**src/design/srsw_pkg.sv**
```systemverilog
`timescale 1ns / 1ps
// ---------------------------------------------------------------------------
// srsw_pkg
// Shared types, codes and defaults of the selective repeat sender window.
// ---------------------------------------------------------------------------
package srsw_pkg;

    localparam int MAX_WINDOW_DEF  = 8;
    localparam int SEQ_BITS_DEF    = 16;
    localparam int HANDLE_BITS_DEF = 16;

    // apb register map, one 32-bit word per register
    localparam int APB_ADDR_W = 3;
    localparam int APB_DATA_W = 32;

    localparam logic [3:0] WIN_LIMIT_RESET     = 4'd5;
    localparam logic [7:0] TIMEOUT_TICKS_RESET = 8'd10;
    localparam logic [7:0] AGE_MAX             = 8'd255;

    typedef enum logic [0:0] {
        REG_WIN_LIMIT     = 1'b0,
        REG_TIMEOUT_TICKS = 1'b1
    } reg_idx_t;

    typedef enum logic [1:0] {
        OP_SEND = 2'd0,
        OP_ACK  = 2'd1,
        OP_TICK = 2'd2,
        OP_END  = 2'd3
    } op_t;

    typedef enum logic [1:0] {
        KIND_NEW     = 2'd0,
        KIND_RETX    = 2'd1,
        KIND_REFUSED = 2'd2,
        KIND_STATUS  = 2'd3
    } kind_t;

    typedef enum logic [2:0] {
        ST_IDLE,
        ST_SEND,
        ST_ACK,
        ST_SLIDE,
        ST_SCAN_RD,
        ST_SCAN_UPD,
        ST_RETX,
        ST_STATUS
    } state_t;

    typedef enum logic [1:0] {
        ALU_NEXT_INC,
        ALU_ACK_DIST,
        ALU_BASE_INC,
        ALU_RETX_SEQ
    } alu_sel_t;

    typedef struct packed {
        logic [1:0]  op;
        logic [15:0] handle;
        logic [15:0] ack_seq;
    } in_item_t;

    typedef struct packed {
        logic [1:0]  kind;
        logic [15:0] seq;
        logic [15:0] buffer_handle;
        logic [15:0] base_seq;
        logic [3:0]  outstanding;
        logic        done_res;
        logic        last;
    } out_item_t;

    // datapath conditions seen by the sequencer
    typedef struct packed {
        logic accept;
        op_t  op;
        logic window_empty;
        logic ack_mark;
        logic slide_go;
        logic timed_out;
        logic scan_last;
        logic out_free;
    } srsw_stat_t;

    // sequencer commands to the datapath
    typedef struct packed {
        logic     ready;
        logic     load_send;
        logic     mark_ack;
        logic     slide;
        logic     age_upd;
        logic     advance;
        logic     load_retx;
        logic     load_status;
        logic     scan_start;
        alu_sel_t alu_sel;
    } srsw_ctrl_t;

endpackage

```
**src/design/srsw_slot_ram.sv**
```systemverilog
`timescale 1ns / 1ps
// ---------------------------------------------------------------------------
// srsw_slot_ram
// Per-slot storage, one write port and one registered read port.
// ---------------------------------------------------------------------------
module srsw_slot_ram #(
    parameter int DEPTH = 8,
    parameter int WIDTH = 16,
    parameter int AW    = 3
) (
    input  logic             aclk,
    input  logic             wr_en,
    input  logic [AW-1:0]    wr_addr,
    input  logic [WIDTH-1:0] wr_data,
    input  logic [AW-1:0]    rd_addr,
    output logic [WIDTH-1:0] rd_data
);

    logic [WIDTH-1:0] mem [DEPTH];
    logic [WIDTH-1:0] rd_data_reg;

    always_ff @(posedge aclk) begin
        if (wr_en) begin
            mem[wr_addr] <= wr_data;
        end
    end

    always_ff @(posedge aclk) begin
        rd_data_reg <= mem[rd_addr];
    end

    assign rd_data = rd_data_reg;

endmodule

```
**src/design/srsw_seq_alu.sv**
```systemverilog
`timescale 1ns / 1ps
// ---------------------------------------------------------------------------
// srsw_seq_alu
// Shared modular add/subtract on sequence numbers.
// ---------------------------------------------------------------------------
module srsw_seq_alu
    import srsw_pkg::*;
#(
    parameter int SEQ_BITS = SEQ_BITS_DEF
) (
    input  alu_sel_t            sel,
    input  logic [SEQ_BITS-1:0] base_seq,
    input  logic [SEQ_BITS-1:0] next_seq,
    input  logic [SEQ_BITS-1:0] ack_seq,
    input  logic [SEQ_BITS-1:0] offset,
    output logic [SEQ_BITS-1:0] result
);

    logic [SEQ_BITS-1:0] op_a;
    logic [SEQ_BITS-1:0] op_b;
    logic                sub;

    always_comb begin
        op_a = base_seq;
        op_b = SEQ_BITS'(1);
        sub  = 1'b0;
        unique case (sel)
            ALU_NEXT_INC: begin
                op_a = next_seq;
            end
            ALU_ACK_DIST: begin
                op_a = ack_seq;
                op_b = base_seq;
                sub  = 1'b1;
            end
            ALU_BASE_INC: begin
                op_a = base_seq;
            end
            ALU_RETX_SEQ: begin
                op_b = offset;
            end
            default: begin
                op_a = base_seq;
            end
        endcase
    end

    // one adder, subtract by inverting b and carrying in
    assign result = op_a + (sub ? ~op_b : op_b) + SEQ_BITS'(sub);

endmodule

```
**src/design/srsw_fsm.sv**
```systemverilog
`timescale 1ns / 1ps
// ---------------------------------------------------------------------------
// srsw_fsm
// Sequencer: walks send, ack/slide and tick scans one step per cycle, holding while the result output is busy.
// ---------------------------------------------------------------------------
module srsw_fsm
    import srsw_pkg::*;
(
    input  logic       aclk,
    input  logic       aresetn,
    input  srsw_stat_t stat,
    output srsw_ctrl_t ctrl
);

    state_t state_reg;
    state_t state_next;

    always_ff @(posedge aclk) begin
        if (!aresetn) begin
            state_reg <= ST_IDLE;
        end else begin
            state_reg <= state_next;
        end
    end

    always_comb begin
        state_next = state_reg;
        unique case (state_reg)
            ST_IDLE: begin
                if (stat.accept) begin
                    unique case (stat.op)
                        OP_SEND: state_next = ST_SEND;
                        OP_ACK:  state_next = ST_ACK;
                        OP_TICK: state_next = stat.window_empty ? ST_STATUS : ST_SCAN_RD;
                        OP_END:  state_next = ST_STATUS;
                        default: state_next = ST_STATUS;
                    endcase
                end
            end
            ST_SEND: begin
                if (stat.out_free) state_next = ST_IDLE;
            end
            ST_ACK: begin
                state_next = stat.ack_mark ? ST_SLIDE : ST_STATUS;
            end
            ST_SLIDE: begin
                if (!stat.slide_go) state_next = ST_STATUS;
            end
            ST_SCAN_RD: begin
                state_next = ST_SCAN_UPD;
            end
            ST_SCAN_UPD: begin
                if (stat.timed_out) begin
                    state_next = ST_RETX;
                end else begin
                    state_next = stat.scan_last ? ST_STATUS : ST_SCAN_RD;
                end
            end
            ST_RETX: begin
                if (stat.out_free) begin
                    state_next = stat.scan_last ? ST_STATUS : ST_SCAN_RD;
                end
            end
            ST_STATUS: begin
                if (stat.out_free) state_next = ST_IDLE;
            end
            default: state_next = ST_IDLE;
        endcase
    end

    always_comb begin
        ctrl             = '0;
        ctrl.alu_sel     = ALU_BASE_INC;
        ctrl.ready       = (state_reg == ST_IDLE);
        ctrl.scan_start  = (state_reg == ST_IDLE) && stat.accept && (stat.op == OP_TICK);
        ctrl.load_send   = (state_reg == ST_SEND) && stat.out_free;
        ctrl.mark_ack    = (state_reg == ST_ACK) && stat.ack_mark;
        ctrl.slide       = (state_reg == ST_SLIDE) && stat.slide_go;
        ctrl.age_upd     = (state_reg == ST_SCAN_UPD);
        ctrl.advance     = ((state_reg == ST_SCAN_UPD) && !stat.timed_out) ||
                           ((state_reg == ST_RETX) && stat.out_free);
        ctrl.load_retx   = (state_reg == ST_RETX) && stat.out_free;
        ctrl.load_status = (state_reg == ST_STATUS) && stat.out_free;
        unique case (state_reg)
            ST_SEND: ctrl.alu_sel = ALU_NEXT_INC;
            ST_ACK:  ctrl.alu_sel = ALU_ACK_DIST;
            ST_RETX: ctrl.alu_sel = ALU_RETX_SEQ;
            default: ctrl.alu_sel = ALU_BASE_INC;
        endcase
    end

endmodule

```
**src/design/selective_repeat_sender_window.sv**
```systemverilog
`timescale 1ns / 1ps
// ---------------------------------------------------------------------------
// selective_repeat_sender_window
// Sender side of selective repeat ARQ: window slots, ack slide, tick timeouts.
// ---------------------------------------------------------------------------
// latency, accept edge to result valid, follows the states: send loads in SEND,
//   end in STATUS; ack runs ACK, SLIDE per acked base slot, STATUS; tick runs
//   STATUS if empty, else SCAN_RD, SCAN_UPD per slot, RETX per timeout, STATUS
// one request at a time; next taken in the cycle after the last result loads;
//   a stalled result adds its wait; one sequence adder and one slot port shared
// reset (synchronous, aresetn low): window empty, base and next at 0,
//   window limit 5, timeout_ticks 10; slot buffers and ages are not cleared
module selective_repeat_sender_window
    import srsw_pkg::*;
#(
    parameter int MAX_WINDOW  = MAX_WINDOW_DEF,
    parameter int SEQ_BITS    = SEQ_BITS_DEF,
    parameter int HANDLE_BITS = HANDLE_BITS_DEF
) (
    input  logic                  aclk,
    input  logic                  aresetn,
    input  logic                  s_valid,
    output logic                  s_ready,
    input  in_item_t              s_data,
    output logic                  m_valid,
    input  logic                  m_ready,
    output out_item_t             m_data,
    input  logic                  psel,
    input  logic                  penable,
    input  logic                  pwrite,
    input  logic [APB_ADDR_W-1:0] paddr,
    input  logic [APB_DATA_W-1:0] pwdata,
    output logic [APB_DATA_W-1:0] prdata,
    output logic                  pready
);

    localparam int SW = $clog2(MAX_WINDOW);
    localparam int CW = $clog2(MAX_WINDOW + 1);
    // window cap from the slot count and half the sequence space
    localparam int WIN_CAP = (SEQ_BITS - 1 >= 7) ? MAX_WINDOW :
                             ((MAX_WINDOW < (1 << (SEQ_BITS - 1))) ? MAX_WINDOW :
                              (1 << (SEQ_BITS - 1)));

    logic [3:0]             win_size_reg;
    logic [7:0]             timeout_reg;
    logic [SEQ_BITS-1:0]    base_reg;
    logic [SEQ_BITS-1:0]    next_reg;
    logic [CW-1:0]          cnt_reg;
    logic [SW-1:0]          base_slot_reg;
    logic [SW-1:0]          ptr_reg;
    logic [CW-1:0]          idx_reg;
    logic [MAX_WINDOW-1:0]  in_use_reg;
    logic [MAX_WINDOW-1:0]  acked_reg;
    logic                   finished_reg;
    logic [HANDLE_BITS-1:0] hnd_reg;
    logic [SEQ_BITS-1:0]    ack_reg;
    out_item_t              out_reg;
    logic                   m_valid_reg;

    srsw_stat_t             stat;
    srsw_ctrl_t             ctrl;
    logic                   accept;
    logic                   out_free;
    logic                   cfg_wr;
    logic                   done_now;
    logic                   send_ok;
    logic [SEQ_BITS-1:0]    alu_res;
    logic [SW:0]            slot_off;
    logic [SW:0]            slot_sum;
    logic [SW-1:0]          slot_sel;
    logic                   ack_hit;
    logic [SW-1:0]          base_slot_next;
    logic [SW-1:0]          ptr_next;
    logic [HANDLE_BITS-1:0] buf_rd;
    logic [7:0]             age_rd;
    logic [7:0]             age_inc;
    logic                   slot_live;
    logic                   age_wr_en;
    logic [SW-1:0]          age_wr_addr;
    logic [7:0]             age_wr_data;
    logic                   buf_wr_en;

    assign accept   = s_valid && s_ready;
    assign out_free = !m_valid_reg || m_ready;
    assign cfg_wr   = psel && penable && pwrite && pready;
    assign done_now = finished_reg && (cnt_reg == '0);
    assign send_ok  = !finished_reg && (8'(cnt_reg) < 8'(win_size_reg)) &&
                      (8'(cnt_reg) < 8'(WIN_CAP));

    // ---------------- config port ----------------
    assign pready = 1'b1;

    always_comb begin
        unique case (reg_idx_t'(paddr[2]))
            REG_WIN_LIMIT:     prdata = APB_DATA_W'(win_size_reg);
            REG_TIMEOUT_TICKS: prdata = APB_DATA_W'(timeout_reg);
            default:           prdata = '0;
        endcase
    end

    // ---------------- sequencer and shared adder ----------------
    srsw_fsm u_fsm (
        .aclk    (aclk),
        .aresetn (aresetn),
        .stat    (stat),
        .ctrl    (ctrl)
    );

    assign s_ready = ctrl.ready;

    srsw_seq_alu #(
        .SEQ_BITS (SEQ_BITS)
    ) u_alu (
        .sel      (ctrl.alu_sel),
        .base_seq (base_reg),
        .next_seq (next_reg),
        .ack_seq  (ack_reg),
        .offset   (SEQ_BITS'(idx_reg)),
        .result   (alu_res)
    );

    // slot of base + offset; offset is the fill count on send, else the adder result (the ack distance on ack)
    assign ack_hit  = alu_res < SEQ_BITS'(cnt_reg);
    assign slot_off = ctrl.load_send ? (SW+1)'(cnt_reg) : (SW+1)'(alu_res);
    assign slot_sum = (SW+1)'(base_slot_reg) + slot_off;
    assign slot_sel = (slot_sum >= (SW+1)'(MAX_WINDOW)) ?
                      SW'(slot_sum - (SW+1)'(MAX_WINDOW)) : SW'(slot_sum);

    assign base_slot_next = (base_slot_reg == SW'(MAX_WINDOW - 1)) ? '0 : base_slot_reg + 1'b1;
    assign ptr_next       = (ptr_reg == SW'(MAX_WINDOW - 1)) ? '0 : ptr_reg + 1'b1;

    assign slot_live = in_use_reg[ptr_reg] && !acked_reg[ptr_reg];
    assign age_inc   = (age_rd == AGE_MAX) ? AGE_MAX : age_rd + 8'd1;

    always_comb begin
        stat              = '0;
        stat.accept       = accept;
        stat.op           = op_t'(s_data.op);
        stat.window_empty = (cnt_reg == '0);
        stat.ack_mark     = ack_hit && in_use_reg[slot_sel] && !acked_reg[slot_sel];
        stat.slide_go     = (cnt_reg != '0) && in_use_reg[base_slot_reg] &&
                            acked_reg[base_slot_reg];
        stat.timed_out    = slot_live && (age_inc >= timeout_reg);
        stat.scan_last    = (CW'(idx_reg + 1'b1) == cnt_reg);
        stat.out_free     = out_free;
    end

    // ---------------- slot storage ----------------
    assign buf_wr_en   = ctrl.load_send && send_ok;
    assign age_wr_en   = buf_wr_en || (ctrl.age_upd && slot_live);
    assign age_wr_addr = buf_wr_en ? slot_sel : ptr_reg;
    assign age_wr_data = (buf_wr_en || stat.timed_out) ? 8'd0 : age_inc;

    srsw_slot_ram #(
        .DEPTH (MAX_WINDOW),
        .WIDTH (HANDLE_BITS),
        .AW    (SW)
    ) u_buf_ram (
        .aclk    (aclk),
        .wr_en   (buf_wr_en),
        .wr_addr (slot_sel),
        .wr_data (hnd_reg),
        .rd_addr (ptr_reg),
        .rd_data (buf_rd)
    );

    srsw_slot_ram #(
        .DEPTH (MAX_WINDOW),
        .WIDTH (8),
        .AW    (SW)
    ) u_age_ram (
        .aclk    (aclk),
        .wr_en   (age_wr_en),
        .wr_addr (age_wr_addr),
        .wr_data (age_wr_data),
        .rd_addr (ptr_reg),
        .rd_data (age_rd)
    );

    // ---------------- control state ----------------
    always_ff @(posedge aclk) begin
        if (!aresetn) begin
            win_size_reg  <= WIN_LIMIT_RESET;
            timeout_reg   <= TIMEOUT_TICKS_RESET;
            base_reg      <= '0;
            next_reg      <= '0;
            cnt_reg       <= '0;
            base_slot_reg <= '0;
            in_use_reg    <= '0;
            acked_reg     <= '0;
            finished_reg  <= 1'b0;
            m_valid_reg   <= 1'b0;
        end else begin
            if (cfg_wr) begin
                unique case (reg_idx_t'(paddr[2]))
                    REG_WIN_LIMIT:     win_size_reg <= pwdata[3:0];
                    REG_TIMEOUT_TICKS: timeout_reg  <= pwdata[7:0];
                    default:           win_size_reg <= win_size_reg;
                endcase
            end
            if (accept && (op_t'(s_data.op) == OP_END)) begin
                finished_reg <= 1'b1;
            end
            if (buf_wr_en) begin
                in_use_reg[slot_sel] <= 1'b1;
                acked_reg[slot_sel]  <= 1'b0;
                next_reg             <= alu_res;
                cnt_reg              <= cnt_reg + 1'b1;
            end
            if (ctrl.mark_ack) begin
                acked_reg[slot_sel] <= 1'b1;
            end
            if (ctrl.slide) begin
                in_use_reg[base_slot_reg] <= 1'b0;
                acked_reg[base_slot_reg]  <= 1'b0;
                base_slot_reg             <= base_slot_next;
                base_reg                  <= alu_res;
                cnt_reg                   <= cnt_reg - 1'b1;
            end
            if (ctrl.load_send || ctrl.load_retx || ctrl.load_status) begin
                m_valid_reg <= 1'b1;
            end else if (m_ready) begin
                m_valid_reg <= 1'b0;
            end
        end
    end

    // ---------------- request capture, scan pointer, result register ----------------
    always_ff @(posedge aclk) begin
        if (accept) begin
            hnd_reg <= HANDLE_BITS'(s_data.handle);
            ack_reg <= SEQ_BITS'(s_data.ack_seq);
        end
        if (ctrl.scan_start) begin
            ptr_reg <= base_slot_reg;
            idx_reg <= '0;
        end else if (ctrl.advance) begin
            ptr_reg <= ptr_next;
            idx_reg <= idx_reg + 1'b1;
        end
        if (ctrl.load_send) begin
            out_reg.kind          <= send_ok ? KIND_NEW : KIND_REFUSED;
            out_reg.seq           <= send_ok ? 16'(next_reg) : 16'd0;
            out_reg.buffer_handle <= 16'(hnd_reg);
            out_reg.base_seq      <= 16'(base_reg);
            out_reg.outstanding   <= send_ok ? 4'(cnt_reg + 1'b1) : 4'(cnt_reg);
            out_reg.done_res      <= send_ok ? 1'b0 : done_now;
            out_reg.last          <= 1'b1;
        end else if (ctrl.load_retx) begin
            out_reg.kind          <= KIND_RETX;
            out_reg.seq           <= 16'(alu_res);
            out_reg.buffer_handle <= 16'(buf_rd);
            out_reg.base_seq      <= 16'(base_reg);
            out_reg.outstanding   <= 4'(cnt_reg);
            out_reg.done_res      <= done_now;
            out_reg.last          <= 1'b0;
        end else if (ctrl.load_status) begin
            out_reg.kind          <= KIND_STATUS;
            out_reg.seq           <= 16'd0;
            out_reg.buffer_handle <= 16'd0;
            out_reg.base_seq      <= 16'(base_reg);
            out_reg.outstanding   <= 4'(cnt_reg);
            out_reg.done_res      <= done_now;
            out_reg.last          <= 1'b1;
        end
    end

    assign m_valid = m_valid_reg;
    assign m_data  = out_reg;

    // ---------------- assertions ----------------
    a_next_tracks_base : assert property (@(posedge aclk) disable iff (!aresetn)
        (next_reg - base_reg) == SEQ_BITS'(cnt_reg))
        else $error("next sequence out of step with base and fill count");

    a_busy_after_accept : assert property (@(posedge aclk) disable iff (!aresetn)
        accept |=> !s_ready)
        else $error("new request taken while the previous one is in progress");

    a_partial_blocks : assert property (@(posedge aclk) disable iff (!aresetn)
        (m_valid && !m_data.last) |-> !s_ready)
        else $error("ready while a non-final result is still pending");

    a_fill_bound : assert property (@(posedge aclk) disable iff (!aresetn)
        buf_wr_en |-> (cnt_reg < CW'(WIN_CAP)))
        else $error("send stored beyond the window cap");

endmodule
```
**config.mk**
```make
export PLATFORM = sky130hd
export DESIGN_NAME = selective_repeat_sender_window
export DESIGN_NICKNAME = d
export VERILOG_FILES = /design/src/design/srsw_pkg.sv /design/src/design/srsw_slot_ram.sv /design/src/design/srsw_seq_alu.sv /design/src/design/srsw_fsm.sv /design/src/design/selective_repeat_sender_window.sv
export SDC_FILE = /design/constraint.sdc
export NUM_CORES = 1
export LEC_CHECK = 0
export ABC_AREA = 1
export BUFFER_PORTS_ARGS = -buffer_cell sky130_fd_sc_hd__buf_2
export CORE_UTILIZATION = 45
export DETAILED_ROUTE_END_ITERATION = 10
export GPL_ROUTABILITY_DRIVEN = 0
export MAX_ROUTING_LAYER = met4
export SKIP_CTS_REPAIR_TIMING = 1
export SLEW_MARGIN = 25
export SYNTH_ARGS = -nofsm -noshare
export SYNTH_HDL_FRONTEND = slang
export SYNTH_HIERARCHICAL = 1
export SYNTH_SLANG_ARGS = --single-unit
```
**constraint.sdc**
```tcl
create_clock -name aclk -period 4.94 [get_ports aclk]
set_clock_uncertainty 0.1 [all_clocks]
set_input_delay 0.247 -clock aclk [delete_from_list [all_inputs] [get_ports aclk]]
set_output_delay 0.247 -clock aclk [all_outputs]
set_load 0.01 [all_outputs]
```
---- Yosys cells after proc, flatten, opt, wreduce, memory -nomap -nowiden ----
Memories as Yosys holds them, arrays and structs flattened. A register that Yosys moved wholly into a read port is not among the register bits.
Index checks and enable logic that the tools add are counted.
storage, ports and cells
  bits in registers ....................... 167
  RAM bits ................................ 192
  memories ................................ 2
  output and inout port bits .............. 91
  logic and storage cells ................. 187
operators by class
  mux-type cells .......................... 64
  bitwise gates (word level) .............. 9
  eq/ne operators ......................... 20
  $lt $le $gt $ge ......................... 10
  $add $sub $neg .......................... 10
  reduce and logical (&&, ||, !) cells .... 50
memories
  memory         depth  width  rd ports  clocked after Yosys merged registers in  wr ports  RTL line             RTL
  u_buf_ram.mem  8      16     1         1                                        1         srsw_slot_ram.sv:19  logic [WIDTH-1:0] mem [DEPTH];
  u_age_ram.mem  8      8      1         1                                        1         srsw_slot_ram.sv:19
operators with widths
  cell                                                                   number
  56-bit 2-to-1 mux                                                      3
  8-bit 2-to-1 mux                                                       10
  16-bit one-hot mux with 2 select lines                                 2
  32-bit one-hot mux with 2 select lines                                 1
  3-bit 2-to-1 mux                                                       12
  16-bit 2-to-1 mux                                                      2
  1-bit logical AND                                                      25
  8-bit bitwise AND                                                      3
  3-bit one-hot mux with 7 select lines                                  1
  1-bit binary-select mux with 3-bit select                              6
  3-bit equality test (second input constant)                            6
  16-bit by 1-bit adder with 16-bit output                               1
  16-bit adder                                                           1
  16-bit by 4-bit < comparator with 1-bit output                         1
  1-bit 2-to-1 mux                                                       16
  4-bit 2-to-1 mux                                                       4
  16-bit inverter                                                        1
  8-bit inverter                                                         2
  8-bit OR                                                               2
  3-bit by 4-bit < comparator with 1-bit output (second input constant)  3
  3-bit one-hot mux with 4 select lines                                  1
  4-bit by 1-bit adder with 4-bit output (second input constant)         2
  8-bit by 1-bit adder with 8-bit output (second input constant)         1
  8-bit equality test (second input constant)                            1
  other kinds (31)                                                       56

---- Logic depth before layout (Yosys ltp) ----
  depth after elaboration ................. 25
  depth in mapped cells ................... 32
  depth with buffers taken out ............ 31

---- Hierarchy ----
Netlist, hierarchy kept.
by module, submodules not included
  module                          sequential area each (um2)  cells each  area each (um2)  instances
  selective_repeat_sender_window  4184.0                      802         7475.9           1
  srsw_slot_ram at u_buf_ram      4164.0                      587         5989.5           1
  srsw_slot_ram at u_age_ram      2082.0                      303         3050.4           1
  srsw_seq_alu                    0.0                         231         1221.2           1
  srsw_fsm                        60.1                        77          381.6            1

---- Least setup slack after synthesis ----
No wires, ideal clock.
  path type ............................... register to register
  from .................................... reg u_fsm.state_reg[0]
  to ...................................... reg acked_reg[0]
  required time ........................... 4.770 ns
  stages on the path, launching flop included .. 26
  setup time .............................. 0.070 ns
  arrival ................................. 4.367 ns
  path slack .............................. 0.403 ns
  clock period less this slack ............ 4.537 ns
  cells stage by stage .................... dfxtp_1 inv_1 nand2_1 nand3_1 nor2_1 inv_1 buf_2 o22ai_1 inv_1 fa_1 inv_1 nand2_1 o21ai_0 fa_1 inv_1 nand3_1 inv_1 o21ai_0 a21oi_1 nor2_1 inv_1 nor4_1 inv_1 nor2_1 nand3_1 a21oi_1
RTL lines
  element                          RTL line                               RTL
  from (decl)                      srsw_fsm.sv:15                         state_t state_reg;
  from (signal assigned)           srsw_fsm.sv:22                         state_reg <= state_next;
  to (signal assigned)             selective_repeat_sender_window.sv:190  acked_reg <= '0;
  to (signal, indexed assignment)  selective_repeat_sender_window.sv:206  acked_reg[slot_sel] <= 1'b0;
  to (signal, indexed assignment)  selective_repeat_sender_window.sv:211  acked_reg[slot_sel] <= 1'b1;
  to (decl)                        selective_repeat_sender_window.sv:53   logic [MAX_WINDOW-1:0] acked_reg;

==> results.txt <==
The run finished, with violations left. The final reports fail on negative hold slack. The utilization after layout came out at 53.08%.

The fraction of final layout cells sized beyond drive strength 1 is 12.21%. The most crowded layer after global routing is met2. The normalized max-slew margin came out at 35.00%. The number of antenna violations at the first check in global routing is 0. After synthesis, the mean cell area works out to 9.059 um2.

The number of clock sinks seen by CTS came out at 383. The routed layout has 13606 vias. The worst register-to-register path ends at acked_reg[0]. After synthesis, the cell types taking the most area are edfxtp_1, dfxtp_1, nand2_1. The number of DRC markers after the initial detailed-route iteration is 854. In this run the critical register-to-register path is launched from u_fsm/state_reg[1]. Counting I/O delays and the setup requirement, the final critical path takes 4579 ps. The highest achievable clock rate came out at 0.2184 GHz. The final cell count without fillers is 2753.

The actual slew at the worst max-slew pin is 975.0 ps. The reported max-cap violation count came out at 0. The launching element type of the critical path is a register. The fraction of synthesis flops using an asynchronous set or reset pin came out at 0%.

The highest net fanout along the worst path is 14. The largest stage delay on the critical path came out at 540 ps. The maximum level of the CTS H-tree came out at 2. The maximum resistive drop on vdd came out at 0.0005700 V.

The critical path ends at acked_reg[0]. The setup TNS came out at 0 ps. The count of nets left with antenna violations once routing finished came out at 0. The count of final max-slew check failures came to 0. The standby leakage power came out at 9.594 nW. The most frequent cell on the critical path is nand2_1. The worst register-to-register path has a setup slack of 360 ps. The via density per instance is 4.942.

The final setup violation count came out at 0. The remaining routing DRC violations is 0. The final clock period utilization by the worst path is 92.69%. The logic depth of the worst register-to-register path came out at 32. The part of the Yosys area used for sequential elements came out at 57.90%. The critical path startpoint is u_fsm/state_reg[1]. The area overhead of the layout relative to synthesis came out at 16.39%. Among all stages on the critical path, the largest delay is contributed by fa_1. The distinct cell type count after synthesis came out at 47. The global-route track usage on met1 is 27.10%.

From left edge to right edge, the die measures 202.7 um. After synthesis, the largest area contributor takes up 46.74% of total cell area. The worst hold path belongs to the class in2reg. The library cell occupying the most area in the post-synthesis netlist is edfxtp_1.

The initial cell density of the core came out at 45.60%. The data required time at the worst endpoint came out at 5330 ps. The power density of the placed cells came out at 569.2 nW/um2. The wire-length estimate of the detail-placed layout is 27.14 mm. Counting every instance in the synthesized netlist gives 2000.

The Yosys warning count is 6. The cell sitting at the root of the clock tree is a clkbuf_16. The aggregate global routing overflow came out at 0.

The total track usage came out at 21.40%. The number of placed cells counting well taps is 2631. The first-pass GRT wire length is 66.74 mm. The final-report hold violation count is 1. For this design the top-level I/O count stands at 167. The number of global-route vias before repair is 12783. The total iterations of the first detailed-routing run is 5. The worst setup path category is reg2reg.

The number of flip-flops under the largest register name came out at 128. The core footprint came out at 39730 um2. The largest net degree at the start of global routing came out at 68. STA classifies the critical path endpoint as a register. Setup repair after global routing left no endpoint under its margin.

The flip-flop and latch count after synthesis is 383. The final worst hold slack came out at -33.00 ps. From bottom edge to top edge, the die measures 202.7 um. After detailed routing, the total wire length is 42.95 mm.

The die footprint came out at 41070 um2. The clock tree from TritonCTS is done. The number of diodes came out at 0. The floorplan has 73 rows. The routed length per instance came out at 15.60 um. The cell area after synthesis is 18120 um2.

The number of synthesized flops with an enable pin is 282. The longest clock path from root to sink contains 3 buffers. For met2 alone, demand over resource in global routing was 35.30%. The total clock buffers created by CTS is 41.

After clock tree synthesis, the clock-pin slew on the worst setup and hold paths is 60 ps. The fraction of met3 tracks used by global routing is 3.531%. The commonest register cell after synthesis is edfxtp_1.

More flip-flops sit in one register than any other, and that register is u_buf_ram/mem. The arrival time reported for the critical path endpoint is 4970 ps. The clock latency on the worst-skew pair came out at 560 ps. In the final design database the tool counted 2311 nets. The number of port buffers came out at 115.
report_power, final:
| part | internal [mW] | switching (mW) | total (mW) |
|---|---|---|---|
| Sequential | 4.34 | 0.297 | 4.63 |
| Clock | 1.86 | 1.25 | 3.11 |
| Combinational | 1.36 | 2.90 | 4.26 |
| Total | 7.56 | 4.45 | 12.0 |
worst min-delay path by stage:
| stage | start | to | cells after the start |
|---|---|---|---|
| 6_report | m_ready | m_valid | 4 |
| 4_1_cts | s_data[5] | ack_reg[5] | 1 |
| 5_1_grt | m_ready | m_valid | 4 |
| 3_5_place_dp | s_data[8] | ack_reg[8] | 1 |
| 2_1_floorplan | s_data[0] | ack_reg[0] | 0 |
| 3_3_place_gp | s_data[21] | hnd_reg[5] | 1 |
logic make-up (layout without fill, tap and decap cells):
logic type / after synthesis / after routing / synth area share (%)
and+or+nand+nor: 883 / 883 / 19.99
buffers and inverters: 430 / 623 / 10.60
DFF: 383 / 383 / 57.90
AOI/OAI and AO/OA: 238 / 238 / 7.486
adders and majority gates: 39 / 39 / 2.776
xor gates and xnor gates: 25 / 25 / 1.208
other: 2 / 37 / 0.04145
worst max-delay path: cells and delay by family, from the launching register on:
family	cells	cell delay (ps)
and+or+nand+nor	16	1550
buffers and inverters	10	1000
adders and majority gates	2	990
AOI/OAI and AO/OA	4	550
DFF	1	350
cell usage after synthesis (all sizes together), types with 2 or more instances:
master,count
dfxtp,101
o21bai,7
a21boi,2
xnor2,6
buf,72
inv,333
clkbuf,21
nand4,9
o22ai,15
a21o,2
clkinv,4
nand3,146
nor3,9
nand2,519
o211ai,2
xor2,19
edfxtp,282
or2,2
o21ai,107
nor4,3
a21oi,70
fa,2
ha,37
o21a,2
conb,2
nor2,192
nand3b,2
a22o,25
a31oi,2
per-layer routing:
layer,share of wire (%),vias up
li1,-,6792
met1,44,6401
met2,49,346
met3,5.0,67
met4,2.0,0
met5,0,-
metrics by stage:
stage	setup WS (ps)	area, um2	power, mW
4_1_cts	-25.83	20590	12.02
5_1_grt	4.489	21090	12.78
2_1_floorplan	403.2	18250	7.581
3_3_place_gp	140.4	19230	8.805
3_5_place_dp	24.75	19240	8.874
6_report	361.2	21090	12.00
final cells by class:
cell class                 count  area [um2]
timing repair buffer         211        1429
sequential                   383       10490
clock inverter                20       239.0
fill                        3594       18640
multi-input combinational   1222        5881
tap                          525       656.9
clock buffer                  55        1119
inverter                     337        1274
cell usage in the layout (no fill, tap or decap), types with 7 or more instances in the layout:
| cell | synthesis | layout |
|---|---|---|
| nand2_1 | 508 | 507 |
| inv_1 | 323 | 322 |
| edfxtp_1 | 282 | 282 |
| nor2_1 | 190 | 186 |
| nand3_1 | 144 | 143 |
| buf_2 | 18 | 115 |
| dfxtp_1 | 101 | 100 |
| o21ai_0 | 98 | 97 |
| a21oi_1 | 70 | 70 |
| buf_4 | 34 | 51 |
| dlygate4sd3_1 | 0 | 43 |
| clkbuf_16 | 0 | 41 |
| ha_1 | 37 | 37 |
| conb_1 | 2 | 37 |
| a22o_1 | 25 | 25 |
| xor2_1 | 19 | 19 |
| o22ai_1 | 15 | 15 |
| nand2_2 | 10 | 10 |
| clkbuf_1 | 21 | 10 |
| o21ai_1 | 9 | 9 |
| nand4_1 | 9 | 9 |
| clkinv_2 | 1 | 9 |
| inv_2 | 8 | 7 |
| nor3_1 | 8 | 7 |
| o21bai_1 | 7 | 7 |
(Power assumes the default switching activity.)
